[src/rtl/acc_pkg.sv]
// shared types, codes and microcode program of the accumulator machine
package acc_pkg;

  localparam int unsigned WORD_W = 32;
  localparam int unsigned PC_W   = 10;
  localparam int unsigned BASE_W = 10;
  localparam int unsigned STEP_W = 5;

  // item op codes
  localparam logic [1:0] OP_WRITE = 2'd0;
  localparam logic [1:0] OP_READ  = 2'd1;
  localparam logic [1:0] OP_EXEC  = 2'd2;

  // instruction opcodes
  localparam logic [WORD_W-1:0] OPC_HALT   = 32'd0;
  localparam logic [WORD_W-1:0] OPC_CONST  = 32'd1;
  localparam logic [WORD_W-1:0] OPC_LOAD   = 32'd2;
  localparam logic [WORD_W-1:0] OPC_ADD    = 32'd3;
  localparam logic [WORD_W-1:0] OPC_MUL    = 32'd4;
  localparam logic [WORD_W-1:0] OPC_STORE  = 32'd5;
  localparam logic [WORD_W-1:0] OPC_BRANCH = 32'd6;
  localparam logic [WORD_W-1:0] OPC_PRINT  = 32'd7;
  localparam logic [WORD_W-1:0] OPC_SLEEP  = 32'd8;
  localparam logic [WORD_W-1:0] OPC_SHELL  = 32'd9;

  typedef enum logic [2:0] {
    KIND_WRDONE = 3'd0,
    KIND_READ   = 3'd1,
    KIND_EXEC   = 3'd2,
    KIND_PRINT  = 3'd3,
    KIND_SLEEP  = 3'd4,
    KIND_SHELL  = 3'd5,
    KIND_HALTED = 3'd6
  } kind_e;

  typedef struct packed {
    logic [1:0]               op;
    logic [BASE_W-1:0]        address;
    logic signed [WORD_W-1:0] data;
  } item_t;

  typedef struct packed {
    logic [2:0]               kind;
    logic signed [WORD_W-1:0] value;
    logic [PC_W-1:0]          pc_out;
  } res_t;

  typedef enum logic [2:0] {
    ASEL_ITEM, ASEL_PC, ASEL_PC1, ASEL_OPND_RD, ASEL_OPND
  } asel_e;

  typedef enum logic {WSEL_ITEM, WSEL_ACC} wsel_e;

  typedef enum logic [1:0] {PC_HOLD, PC_INC2, PC_BRANCH} pc_op_e;

  typedef enum logic [2:0] {
    ACC_HOLD, ACC_OPND, ACC_LOAD, ACC_ADD, ACC_MUL
  } acc_op_e;

  typedef enum logic [1:0] {VSEL_ZERO, VSEL_RDATA, VSEL_ACC, VSEL_OPND} vsel_e;

  typedef enum logic [1:0] {SEQ_NEXT, SEQ_END, SEQ_JHALT, SEQ_DISPATCH} seq_e;

  // one microcode word
  typedef struct packed {
    asel_e               asel;
    logic                mem_en;
    logic                mem_we;
    wsel_e               wsel;
    logic                ld_opcode;
    logic                ld_operand;
    pc_op_e              pc_op;
    acc_op_e             acc_op;
    logic                set_halt;
    logic                emit;
    kind_e               kind;
    vsel_e               vsel;
    seq_e                seq;
    logic [STEP_W-1:0]   target;
  } cw_t;

  // datapath status seen by the sequencer
  typedef struct packed {
    logic              halted;
    logic [WORD_W-1:0] opcode;
  } dp_stat_t;

  // program steps
  localparam logic [STEP_W-1:0] S_IGN      = 5'd0;
  localparam logic [STEP_W-1:0] S_WR       = 5'd1;
  localparam logic [STEP_W-1:0] S_RD0      = 5'd2;
  localparam logic [STEP_W-1:0] S_RD1      = 5'd3;
  localparam logic [STEP_W-1:0] S_EX0      = 5'd4;
  localparam logic [STEP_W-1:0] S_EX1      = 5'd5;
  localparam logic [STEP_W-1:0] S_EX2      = 5'd6;
  localparam logic [STEP_W-1:0] S_HLT      = 5'd7;
  localparam logic [STEP_W-1:0] X_CONST    = 5'd8;
  localparam logic [STEP_W-1:0] X_LOAD     = 5'd9;
  localparam logic [STEP_W-1:0] X_ADD      = 5'd10;
  localparam logic [STEP_W-1:0] X_MUL      = 5'd11;
  localparam logic [STEP_W-1:0] X_STORE    = 5'd12;
  localparam logic [STEP_W-1:0] X_BRANCH   = 5'd13;
  localparam logic [STEP_W-1:0] X_PRINT    = 5'd14;
  localparam logic [STEP_W-1:0] X_SLEEP    = 5'd15;
  localparam logic [STEP_W-1:0] X_SHELL    = 5'd16;
  localparam logic [STEP_W-1:0] X_NOP      = 5'd17;
  localparam logic [STEP_W-1:0] S_LAST     = X_NOP;

  localparam cw_t CW_NOP = '{
    asel:       ASEL_ITEM,
    mem_en:     1'b0,
    mem_we:     1'b0,
    wsel:       WSEL_ITEM,
    ld_opcode:  1'b0,
    ld_operand: 1'b0,
    pc_op:      PC_HOLD,
    acc_op:     ACC_HOLD,
    set_halt:   1'b0,
    emit:       1'b0,
    kind:       KIND_EXEC,
    vsel:       VSEL_ZERO,
    seq:        SEQ_END,
    target:     S_IGN
  };

  function automatic logic [STEP_W-1:0] entry_step(logic [1:0] op);
    logic [STEP_W-1:0] s;
    case (op)
      OP_WRITE: s = S_WR;
      OP_READ:  s = S_RD0;
      OP_EXEC:  s = S_EX0;
      default:  s = S_IGN;
    endcase
    return s;
  endfunction

  function automatic logic [STEP_W-1:0] dispatch_step(logic [WORD_W-1:0] opcode);
    logic [STEP_W-1:0] s;
    case (opcode)
      OPC_HALT:   s = S_HLT;
      OPC_CONST:  s = X_CONST;
      OPC_LOAD:   s = X_LOAD;
      OPC_ADD:    s = X_ADD;
      OPC_MUL:    s = X_MUL;
      OPC_STORE:  s = X_STORE;
      OPC_BRANCH: s = X_BRANCH;
      OPC_PRINT:  s = X_PRINT;
      OPC_SLEEP:  s = X_SLEEP;
      OPC_SHELL:  s = X_SHELL;
      default:    s = X_NOP;
    endcase
    return s;
  endfunction

  function automatic cw_t ucode(logic [STEP_W-1:0] step);
    cw_t cw;
    cw = CW_NOP;
    case (step)
      S_IGN: begin
        cw.seq = SEQ_END;
      end
      S_WR: begin
        cw.asel   = ASEL_ITEM;
        cw.mem_en = 1'b1;
        cw.mem_we = 1'b1;
        cw.wsel   = WSEL_ITEM;
        cw.emit   = 1'b1;
        cw.kind   = KIND_WRDONE;
        cw.vsel   = VSEL_ZERO;
      end
      S_RD0: begin
        cw.asel   = ASEL_ITEM;
        cw.mem_en = 1'b1;
        cw.seq    = SEQ_NEXT;
      end
      S_RD1: begin
        cw.emit = 1'b1;
        cw.kind = KIND_READ;
        cw.vsel = VSEL_RDATA;
      end
      S_EX0: begin
        cw.asel   = ASEL_PC;
        cw.mem_en = 1'b1;
        cw.seq    = SEQ_JHALT;
        cw.target = S_HLT;
      end
      S_EX1: begin
        cw.ld_opcode = 1'b1;
        cw.asel      = ASEL_PC1;
        cw.mem_en    = 1'b1;
        cw.seq       = SEQ_NEXT;
      end
      S_EX2: begin
        cw.ld_operand = 1'b1;
        cw.pc_op      = PC_INC2;
        cw.asel       = ASEL_OPND_RD;
        cw.mem_en     = 1'b1;
        cw.seq        = SEQ_DISPATCH;
      end
      S_HLT: begin
        cw.set_halt = 1'b1;
        cw.emit     = 1'b1;
        cw.kind     = KIND_HALTED;
        cw.vsel     = VSEL_ZERO;
      end
      X_CONST: begin
        cw.acc_op = ACC_OPND;
        cw.emit   = 1'b1;
        cw.vsel   = VSEL_ACC;
      end
      X_LOAD: begin
        cw.acc_op = ACC_LOAD;
        cw.emit   = 1'b1;
        cw.vsel   = VSEL_ACC;
      end
      X_ADD: begin
        cw.acc_op = ACC_ADD;
        cw.emit   = 1'b1;
        cw.vsel   = VSEL_ACC;
      end
      X_MUL: begin
        cw.acc_op = ACC_MUL;
        cw.emit   = 1'b1;
        cw.vsel   = VSEL_ACC;
      end
      X_STORE: begin
        cw.asel   = ASEL_OPND;
        cw.mem_en = 1'b1;
        cw.mem_we = 1'b1;
        cw.wsel   = WSEL_ACC;
        cw.emit   = 1'b1;
        cw.vsel   = VSEL_ACC;
      end
      X_BRANCH: begin
        cw.pc_op = PC_BRANCH;
        cw.emit  = 1'b1;
        cw.vsel  = VSEL_ACC;
      end
      X_PRINT: begin
        cw.emit = 1'b1;
        cw.kind = KIND_PRINT;
        cw.vsel = VSEL_ACC;
      end
      X_SLEEP: begin
        cw.emit = 1'b1;
        cw.kind = KIND_SLEEP;
        cw.vsel = VSEL_OPND;
      end
      X_SHELL: begin
        cw.emit = 1'b1;
        cw.kind = KIND_SHELL;
        cw.vsel = VSEL_OPND;
      end
      X_NOP: begin
        cw.emit = 1'b1;
        cw.vsel = VSEL_ACC;
      end
      default: begin
        cw = CW_NOP;
      end
    endcase
    return cw;
  endfunction

endpackage

[src/rtl/acc_useq.sv]
// microcode sequencer: step counter, control store and jumps
module acc_useq (
  input  logic             clk_i,
  input  logic             rst_ni,
  input  logic             accept_i,
  input  logic [1:0]       op_i,
  input  acc_pkg::dp_stat_t stat_i,
  output acc_pkg::cw_t     cw_o,
  output logic             busy_o
);
  import acc_pkg::*;

  logic              run_q, run_d;
  logic [STEP_W-1:0] step_q, step_d;
  cw_t               cw;

  assign cw = ucode(step_q);

  always_comb begin
    run_d  = run_q;
    step_d = step_q;
    if (!run_q) begin
      if (accept_i) begin
        run_d  = 1'b1;
        step_d = entry_step(op_i);
      end
    end else begin
      case (cw.seq)
        SEQ_NEXT:     step_d = step_q + 1'b1;
        SEQ_JHALT:    step_d = stat_i.halted ? cw.target : step_q + 1'b1;
        SEQ_DISPATCH: step_d = dispatch_step(stat_i.opcode);
        SEQ_END:      run_d  = 1'b0;
        default:      run_d  = 1'b0;
      endcase
    end
  end

  always_ff @(posedge clk_i or negedge rst_ni) begin
    if (!rst_ni) begin
      run_q  <= 1'b0;
      step_q <= S_IGN;
    end else begin
      run_q  <= run_d;
      step_q <= step_d;
    end
  end

  assign cw_o   = run_q ? cw : CW_NOP;
  assign busy_o = run_q;

  a_accept_runs: assert property (@(posedge clk_i) disable iff (!rst_ni)
    (accept_i && !run_q) |=> run_q)
    else $error("sequencer did not start after an accepted transaction");

  a_step_in_program: assert property (@(posedge clk_i) disable iff (!rst_ni)
    run_q |-> (step_q <= S_LAST))
    else $error("step counter left the program");

  a_fetch_path: assert property (@(posedge clk_i) disable iff (!rst_ni)
    (run_q && step_q == S_EX0) |=> (run_q && (step_q == S_EX1 || step_q == S_HLT)))
    else $error("bad step after first fetch");

endmodule

[config.mk]
export PLATFORM = sky130hd
export DESIGN_NAME = acc_useq
export DESIGN_NICKNAME = d
export VERILOG_FILES = /design/src/rtl/acc_pkg.sv /design/src/rtl/acc_useq.sv
export SDC_FILE = /design/constraint.sdc
export NUM_CORES = 1
export LEC_CHECK = 0
export BUFFER_PORTS_ARGS = -buffer_cell sky130_fd_sc_hd__buf_4
export CORE_MARGIN = 2
export CORE_UTILIZATION = 48
export CTS_CLUSTER_DIAMETER = 120
export CTS_CLUSTER_SIZE = 40
export DETAILED_ROUTE_END_ITERATION = 12
export PLACE_DENSITY_LB_ADDON = 0.1
export SETUP_SLACK_MARGIN = 0.2
export SLEW_MARGIN = 20
export SYNTH_ARGS = -nofsm -noshare
export SYNTH_HDL_FRONTEND = slang
export SYNTH_SLANG_ARGS = --single-unit
[constraint.sdc]
create_clock -name clk_i -period 5.57 [get_ports clk_i]
set_input_delay 1.114 -clock clk_i [delete_from_list [all_inputs] [get_ports clk_i]]
set_output_delay 1.114 -clock clk_i [all_outputs]
set_load 0.01 [all_outputs]
# Word level (Yosys, flattened, before mapping)
# Memories as Yosys holds them, arrays and structs flattened.
# Cells that the tools add are included.
[totals] regBits=6 romBits=80 n_memories=1 out_inout_bits=28 inputBits=38
[classes] muxes=22 add_sub_neg=1 reduce_logical=10 n_eq_ne=23
[mem_list] name="(name not given)" words=16 width=5 rd=1 rd_clocked_by_memory_dff=0 write_ports=0 line_no="acc_pkg.sv:139" rtl="case (opcode)"
[ops] operator="$eq A5 B4 Y1 const B" n=8
[ops] operator="$logic_not A28 Y1" n=1
[ops] operator="$mux W27" n=1
[ops] operator="$eq A5 B3 Y1 const B" n=4
[ops] operator="$mux W5" n=4
[ops] operator="$pmux W4 S5" n=1
[ops] operator="$pmux W3 S6" n=1
[ops] operator="$pmux W5 S3" n=1
[ops] operator="$reduce_or A13 Y1" n=1
[ops] operator="$pmux W2 S3" n=2
[ops] operator="$pmux W3 S4" n=1
[ops] operator="$eq A5 B2 Y1 const B" n=2
[ops] operator="$eq A5 B5 Y1 const B" n=2
[ops] operator="$pmux W3 S3" n=1
[ops] operator="$pmux W2 S2" n=2
[ops] operator="$reduce_or A8 Y1" n=1
[ops] operator="$mux W1" n=7
[ops] operator="$eq A2 B2 Y1 const B" n=3
[ops] operator="$reduce_or A2 Y1" n=3
[ops] operator="$add A5 B1 Y5 const B" n=1
[ops] operator="$eq A5 B1 Y1 const B" n=1
[ops] operator="$eq A2 B1 Y1 const B" n=2
[ops] operator="$logic_not A2 Y1" n=2
[ops] operator="$ne A4 B1 Y1 const B" n=1
[ops] operator="other kinds (3)" n=3

# Longest topological paths before layout
# Gate-level depths: netlist of run 1.
[depth] word_depth=6 mapped_depth=8

# Worst setup path before layout of run 1
# No wires, ideal clock.
[synth_timing] path_type="register to output" startpoint="register step_q[0]" endpoint="output port cw_o[12] (netlist bit)" t_arrival_ns=1.524 path_stages_with_launch=7 required_time_ns=4.456 setup_slack_ns=2.932 path_cell_list="dfrtp_1 > ha_1 > clkbuf_1 > and3_1 > ha_1 > a2111oi_0 > a21boi_0"
[synth_rtl] element="start, declared" line_no="acc_useq.sv:14" rtl="logic [STEP_W-1:0] step_q, step_d;"
[synth_rtl] element="start signal, assigned" line_no="acc_useq.sv:44" rtl="step_q <= step_d;"
[synth_rtl] element="end, declared" line_no="acc_useq.sv:8" rtl="output acc_pkg::cw_t cw_o,"

==> results.cfg, run 1 <==
[global_routing]
met3_usage_pct = 4.24
track_usage_pct = 26.0
grt-ovfl-total = 0
top_usage_layer = met2
use_met1_pct = 30.5
grt_pass1_vias = 1265
grt_use_met2_pct = 47.3
grt_pass1_wl_mm = 5.47
grt_max_degree = 20
antenna_found_initial = 0

[routing]
first_iter_violations = 42
drtAntennaViolNets = 0
drt_pass1_iterations = 4
wl_per_cell_um = 14.5
drc = 0
vias_per_cell = 5.95
num_vias = 1434
drt_wl_total_mm = 3.50

[synth]
yosysWarnings = 0
synth_edf_count = 0
synth_area_um2 = 1150
ys_seq_elements = 6
synthCells = 162
netlist-cell-type-count = 50
syn_area_per_cell_um2 = 7.13
ys_seq_area_share_pct = 13.0
synth_ff_type = dfrtp_1
synthArstFlopShare_pct = 100

[setup_path]
crit_path_top_delay_cell = ha_1
startpoint_type = register
slowest_delay_ns = 0.45
arrival_ns = 2.15
crit_fanout = 12
path_cells = inv_1 > ha_1 > nand2_1 > a21boi_1 > o21ai_1 > a21o_1 > buf_4
critPathCaptureType = primary output
crit_family = compound AO/OA/AOI/OAI gates
path_buf_inv = 2
crit_type = reg2out
critPathRequiredTime_ns = 4.46

[placed_design]
place_hpwl_mm = 2.70
gp_congestion = 0.871
placed_cells = 238
numPortBuffers = 63

[clock_network]
clk_latency_ns = 0.25
cts_root_buffer = clkbuf_4
clk_pin_slew_ns = 0.05
cts_setup_buffers = 0
clock_path_buffers = 2
tritoncts = built
clkSinkCount = 6
cts_max_level = 1
cts_inserted_buffers = 3
post_cts_resized = 0
cts.hold.buffers_added = 0

[final_layout]
antenna_cells = 0
fin_nets = 261
n_fill_cell = 197
layout-drive-gt1-share_pct = 36.2
seqCellArea_um2 = 150
areaGrowthSynthToFinish_pct = 37.9
fin_util_pct = 71.3
final_cells = 241
multiInputGateArea_um2 = 875

[floorplan]
start_util_pct = 51.7
die_x_um = 53.1
core_area_um2 = 2230
io_pins = 66
num_rows = 17
die_h_um = 53.1
die_area_um2 = 2810

[power_and_ir_drop]
p_leak_uw = 0.000732
power.density_cell_area_nw_per_um2 = 406
irDropWorstVdd_uv = 396
p_total_uw = 647

[run_status]
status = completed

[hold_path]
hold_path_class = in2async

[job]
max_cap_viol_count = 0

[timing]
finalHoldViolations = 0
period_minus_slack_ns = 3.27
tns_ns = 0
hold_ws_ns = 0.659
clock_skew_ns = 0.00625
setup_viol = 0
max_freq_ghz = 0.306
max_slew_margin_pct = 61.2
rsz0062_at_grt = false
fin_crit_sh_pct = 58.6
drv_slew = 0
tightest_slew_ns = 0.582
-- per-stage QoR --
stage / setup slack (ns) / instance area, µm²
after detailed placement: 2.59 / 1570
after global placement: 2.65 / 1570
after floorplan: 2.93 / 1160
final: 2.30 / 1590
after CTS: 2.35 / 1590
after global routing: 2.15 / 1590
-- registers in the layout, indices dropped and copies added (netlist names) --
name,cells
busy_o,1
step_q,5
-- worst paths after layout --
kind	startpoint	endpoint	slack, ns	cells after the start
min in group clk_i	step_q[1]	step_q[1]	0.70	2
max in group asynchronous	rst_ni	step_q[2]	4.79	1
worst min-delay path	rst_ni	step_q[4]	0.66	1
worst max-delay path	step_q[1]	cw_o[10]	2.30	7
worst min register to register	step_q[1]	step_q[1]	0.70	2
worst max register to register	step_q[1]	step_q[3]	3.43	6
-- metal layers --
| layer | part of all wire [%] | routed length [µm] | vias up |
|---|---|---|---|
| li1 | - | - | 691 |
| met1 | 38 | 1330 | 670 |
| met2 | 54 | 1890 | 67 |
| met3 | 6.4 | 224 | 6 |
| met4 | 1.5 | 52 | 0 |
| met5 | 0 | 0 | - |
-- logic make-up after synthesis --
kind of cell	Yosys count	synth area share (%)
buf+inv	26	11.6
mux	3	2.71
xor+xnor	1	0.759
simple gates	80	37.3
fa+ha+maj	8	8.67
flops	6	13.0
compound gates	37	25.7
other cells	1	0.325
-- synth_stat cells, drive strengths merged, types with 2 or more instances --
master  instances  area share (%)
and3b           2             1.5
mux2i           2             1.7
a21oi           4             1.7
dfrtp           6              13
and2            2             1.1
o211ai          4             3.0
o31ai           2             1.3
nor2b           6             3.3
a32oi           2             1.5
o221ai          2             1.5
a41oi           3             2.9
nand3           5             2.2
nand2          15             4.9
clkbuf          4             1.3
o21ai           5             2.2
nor4           10             5.4
inv            10             3.3
a21boi          2             1.3
nor2           15             4.9
ha              8             8.7
nor3            9             3.9
nor3b           2             1.3
nand2b          6             3.3
buf            12             7.0
o22ai           4             2.2
or4             2             1.3
or2             2             1.1
-- layout by cell type, fill, tap and decap left out, types with 3 or more instances in the layout --
cell,count
o22ai_1,4
nand3_1,5
a21oi_1,4
ha_1,8
buf_4,63
nor4_1,10
nor2b_1,6
clkbuf_4,3
nor2_1,15
nor3_1,9
o21ai_1,3
nand2_1,15
dfrtp_1,6
nand2b_1,6
o211ai_1,3
inv_1,8
-- final cells by class --
| class | count | share of cell area (%) |
|---|---|---|
| clock buffer | 3 | 1.41 |
| multi-input combinational | 131 | 54.9 |
| tap | 28 | 2.20 |
| inverter | 10 | 2.36 |
| sequential | 6 | 9.43 |
| timing repair buffer | 63 | 29.7 |
-- power by group --
part / total [µW] / internal (µW) / switching (µW) / leakage [µW]
sequential: 126 / 62.8 / 62.8 / 0.0000765
clock: 40.1 / 24.4 / 15.7 / 0.0000138
combinational: 481 / 206 / 275 / 0.000641
Note: power is estimated with default switching activity, not from simulation.
==> inputs of run 2 (changes only) <==
--- a/config.mk
+++ b/config.mk
@@ -7,7 +7,7 @@
 export LEC_CHECK = 0
 export BUFFER_PORTS_ARGS = -buffer_cell sky130_fd_sc_hd__buf_4
 export CORE_MARGIN = 2
-export CORE_UTILIZATION = 48
+export CORE_UTILIZATION = 40
 export CTS_CLUSTER_DIAMETER = 120
 export CTS_CLUSTER_SIZE = 40
 export DETAILED_ROUTE_END_ITERATION = 12
==> constraint.sdc (replaced) <==
create_clock -name clk_i -period 3 [get_ports clk_i]
set_input_delay 0.6 -clock clk_i [delete_from_list [all_inputs] [get_ports clk_i]]
set_output_delay 0.6 -clock clk_i [all_outputs]
set_load 0.01 [all_outputs]
==> run 2 against run 1 <==
Die area grew 18%. Highest routed layer unchanged. Setup slack lost 1.9 ns. Count of clock-buffer cells in the layout is the same.
==> results.cfg, run 2 (synthesis results as in run 1) <==
[global_routing]
grt_max_degree = 20
grt_pass1_wl_mm = 5.37
track_usage_pct = 20.1
antenna_found_initial = 0
grt-ovfl-total = 0
grt_pass1_vias = 1256

[floorplan]
die_h_um = 57.7
die_area_um2 = 3330
num_rows = 19
io_pins = 66
core_area_um2 = 2760
die_x_um = 57.7
start_util_pct = 41.9

[final_layout]
largest_reg_flops = 5
layout_common_cells = buf_4, nor2_1, nand2_1
layout-drive-gt1-share_pct = 37.9
final_cells = 245
top_register = step_q
fin_nets = 262
antenna_cells = 0
layout_commonest_cell = buf_4
areaGrowthSynthToFinish_pct = 39.4

[routing]
drtAntennaViolNets = 0
drt_pass1_iterations = 4
wl_per_cell_um = 13.7
num_vias = 1381
drc = 0
vias_per_cell = 5.64
drt_wl_total_mm = 3.36
first_iter_violations = 30

[setup_path]
critPathCaptureType = primary output
startpoint_type = register
path_cells = inv_1 > ha_2 > o21ai_1 > a211oi_4 > nand2_1 > buf_4
arrival_ns = 2.00
crit_path_top_delay_cell = a211oi_4
crit_type = reg2out
critPathRequiredTime_ns = 2.40
crit_family = compound AO/OA/AOI/OAI gates
path_buf_inv = 2
slowest_delay_ns = 0.44
crit_fanout = 12

[timing]
tns_ns = 0
clock_skew_ns = 0.00598
drv_slew = 0
fin_crit_sh_pct = 86.7
period_minus_slack_ns = 2.60
timing.final.ws_setup_ns = 0.399
setup_viol = 0
max_freq_ghz = 0.384
rsz0062_at_grt = false
finalHoldViolations = 0
hold_ws_ns = 0.145

[power_and_ir_drop]
p_leak_uw = 0.000732
p_total_uw = 1200
irDropWorstVdd_uv = 625
power.density_cell_area_nw_per_um2 = 747

[clock_network]
clk_pin_slew_ns = 0.05
cts_max_level = 1
cts_setup_buffers = 0
cts.hold.buffers_added = 0
tritoncts = built
cts_inserted_buffers = 3
clkSinkCount = 6
clock_path_buffers = 2
clk_latency_ns = 0.25
cts_root_buffer = clkbuf_4
post_cts_resized = 0

[hold_path]
hold_path_class = in2async

[placed_design]
gp_congestion = 0.837
placed_cells = 242
numPortBuffers = 63
dp_slack_ns = 0.570
place_hpwl_mm = 2.77

[job]
max_cap_viol_count = 0

[run_status]
status = completed
==> run 2: routing by layer <==
metal,track usage (%),part of all wire [%]
met5,0,0
met4,8.64,2.2
met3,2.01,5.9
met2,37.0,50
met1,23.4,42
==> run 2: final timing paths <==
| kind | start | endpoint | slack, ns | cells after the start |
|---|---|---|---|---|
| worst min register to register | step_q[1] | step_q[1] | 0.69 | 2 |
| max in group asynchronous | rst_ni | step_q[3] | 2.73 | 1 |
| worst min-delay path | rst_ni | step_q[2] | 0.15 | 1 |
| min in group clk_i | accept_i | step_q[0] | 0.62 | 3 |
| worst max-delay path | step_q[1] | cw_o[5] | 0.40 | 6 |
| worst max register to register | step_q[1] | step_q[3] | 1.02 | 6 |
==> run 2: stage by stage <==
stage                     utilization [%]  cell area (µm²)
after global routing                 58.4             1610
after floorplan                         -             1160
after global placement               57.4             1580
final                                58.4             1610
after detailed placement             57.4             1580
after CTS                            58.2             1600
==> run 2: final cells by class <==
cell class,count,area (µm²)
fill,271,1150
tap,31,38.8
multi-input combinational,131,880
sequential,6,151
timing repair buffer,64,480
inverter,10,37.5
clock buffer,3,22.5
==> run 2: where the power goes <==
| part | total, µW | internal (µW) | switching [µW] |
|---|---|---|---|
| sequential | 220 | 117 | 103 |
| combinational | 908 | 396 | 512 |
| clock | 75.1 | 45.3 | 29.8 |
| total | 1200 | 559 | 644 |
==> run 2: worst reg2reg max path, delay by kind of cell (launching register included) <==
kind | cells | cell delay (ns)
AOI/OAI and AO/OA | 4 | 1.03
DFF | 1 | 0.42
adders and majority gates | 1 | 0.34
buffers and inverters | 1 | 0.13
==> inputs of run 3 (changes only) <==
==> constraint.sdc (replaced) <==
create_clock -name clk_i -period 3 [get_ports clk_i]
set_input_delay 0.15 -clock clk_i [delete_from_list [all_inputs] [get_ports clk_i]]
set_output_delay 0.15 -clock clk_i [all_outputs]
set_load 0.01 [all_outputs]
==> run 3 against run 2 <==
Core utilization up 0.14 points. Final cell count up 0.41%. Via count up 0.43%. Sequential power down 9.5%. Sequential share of layout area down 0.099 points. First-iteration DRC count up 67%. Non-clock buffer count up 1. Design area up 0.23%. Power up 0.39%. Global-route usage up 1.2 points. Critical path type unchanged.
==> results.cfg, run 3 (synthesis results as in run 1) <==
[placed_design]
gp_congestion = 0.804
dp_slack_ns = 0.948
place_hpwl_mm = 2.80
numPortBuffers = 63

[global_routing]
grt-ovfl-total = 0
grt_pass1_vias = 1279
antenna_found_initial = 0
track_usage_pct = 21.3
grt_max_degree = 20
grt_pass1_wl_mm = 5.70

[clock_network]
clock_path_buffers = 2
clk_latency_ns = 0.26
cts_root_buffer = clkbuf_4
cts_max_level = 1
cts_setup_buffers = 0
cts_inserted_buffers = 3
tritoncts = built
cts.hold.buffers_added = 1
clk_pin_slew_ns = 0.05
clkSinkCount = 6
post_cts_resized = 0

[power_and_ir_drop]
p_sw_share_pct = 54.1
power_switching_uw = 654
power.density_cell_area_nw_per_um2 = 748
combinationalPowerShare_pct = 76.9
p_leak_uw = 0.000741
internal_power_uw = 554
irDropWorstVdd_uv = 535
power_frac_seq_pct = 16.5
clkPwrFrac_pct = 6.6

[final_layout]
fin_nets = 263
seqCellArea_um2 = 150
top_register = step_q
n_fill_cell = 266
layout-drive-gt1-share_pct = 36.3
largest_reg_flops = 5
antenna_cells = 0
layout_common_cells = buf_4, nor2_1, nand2_1
areaGrowthSynthToFinish_pct = 39.8
layout_commonest_cell = buf_4
multiInputGateArea_um2 = 875

[routing]
wl_per_cell_um = 14.0
drtAntennaViolNets = 0
num_vias = 1387
drt_pass1_iterations = 4
drc = 0
drt_wl_total_mm = 3.44
vias_per_cell = 5.64
first_iter_violations = 50

[timing]
max_slew_margin_pct = 59.6
timing.final.ws_setup_ns = 0.709
rsz0062_at_grt = false
drv_slew = 0
fin_crit_sh_pct = 76.4
clock_skew_ns = 0.00758
tns_ns = 0
period_minus_slack_ns = 2.29
setup_viol = 0
tightest_slew_ns = 0.606
finalHoldViolations = 0
max_freq_ghz = 0.437

[hold_path]
hold_path_class = in2reg
worstHoldStart = accept_i
min_path_cells = 3
holdPathEnd = step_q[0]

[run_status]
status = completed

[setup_path]
crit_type = reg2out
arrival_ns = 2.14
r2r-end = step_q[0]
crit_fanout = 11
startpoint_type = register
r2r-start = step_q[0]
r2r_setup_slack_ns = 0.90
critPathCaptureType = primary output
reg2reg_depth = 7
critPathRequiredTime_ns = 2.85

[job]
max_cap_viol_count = 0

[floorplan]
start_util_pct = 41.9
num_rows = 19
io_pins = 66
core_area_um2 = 2760
die_x_um = 57.7
die_area_um2 = 3330
die_h_um = 57.7
-- run 3: how the worst max path moves through the flow --
stage	startpoint	end	slack, ns
final	step_q[0]	cw_o[11]	0.71
after global routing	step_q[0]	cw_o[11]	0.56
after CTS	step_q[0]	cw_o[11]	0.77
after detailed placement	step_q[0]	step_q[0]	0.95
after global placement	step_q[1]	step_q[0]	1.04
after floorplan	step_q[0]	step_q[4]	1.21
-- run 3: worst max-delay path, cell delays in order (launching register included) --
cell and delay [ns]:
dfrtp_1 0.42, inv_1 0.14, ha_1 0.42, inv_1 0.20
o22ai_1 0.27, nand3_1 0.13, a21oi_1 0.17, buf_4 0.14
-- run 3: per-stage QoR --
stage	std cells	power [µW]	utilization (%)	instance area, µm²	hold WS [ns]
5_1_grt	246	1310	58.5	1610	0.198
3_3_place_gp	242	1100	57.4	1580	-0.0403
4_1_cts	246	1200	58.5	1610	0.171
3_5_place_dp	242	1120	57.4	1580	-0.0380
6_report	246	1210	58.5	1610	0.167
2_1_floorplan	163	849	-	1160	-0.146
-- run 3: power groups by stage --
stage / Combinational [µW] / Sequential, µW / Clock (µW)
after CTS: 923 / 196 / 81.2
after floorplan: 691 / 158 / 0
after detailed placement: 918 / 198 / 0
final: 929 / 199 / 80.0
after global placement: 907 / 195 / 0
after global routing: 1020 / 208 / 85.9
-- run 3: final cells by class --
type	instances	area share, %
Timing Repair Buffer	65	30.4
Clock buffer	3	1.40
Sequential cell	6	9.30
Inverter	10	2.33
Multi-Input combinational cell	131	54.2
Tap cell	31	2.40
-- run 3: layer usage --
metal	up-vias	GRT usage [%]	wire, µm
met5	-	0	0
met2	54	37.8	1740
met4	0	6.64	40
met1	634	26.9	1470
li1	694	-	-
met3	5	2.23	194
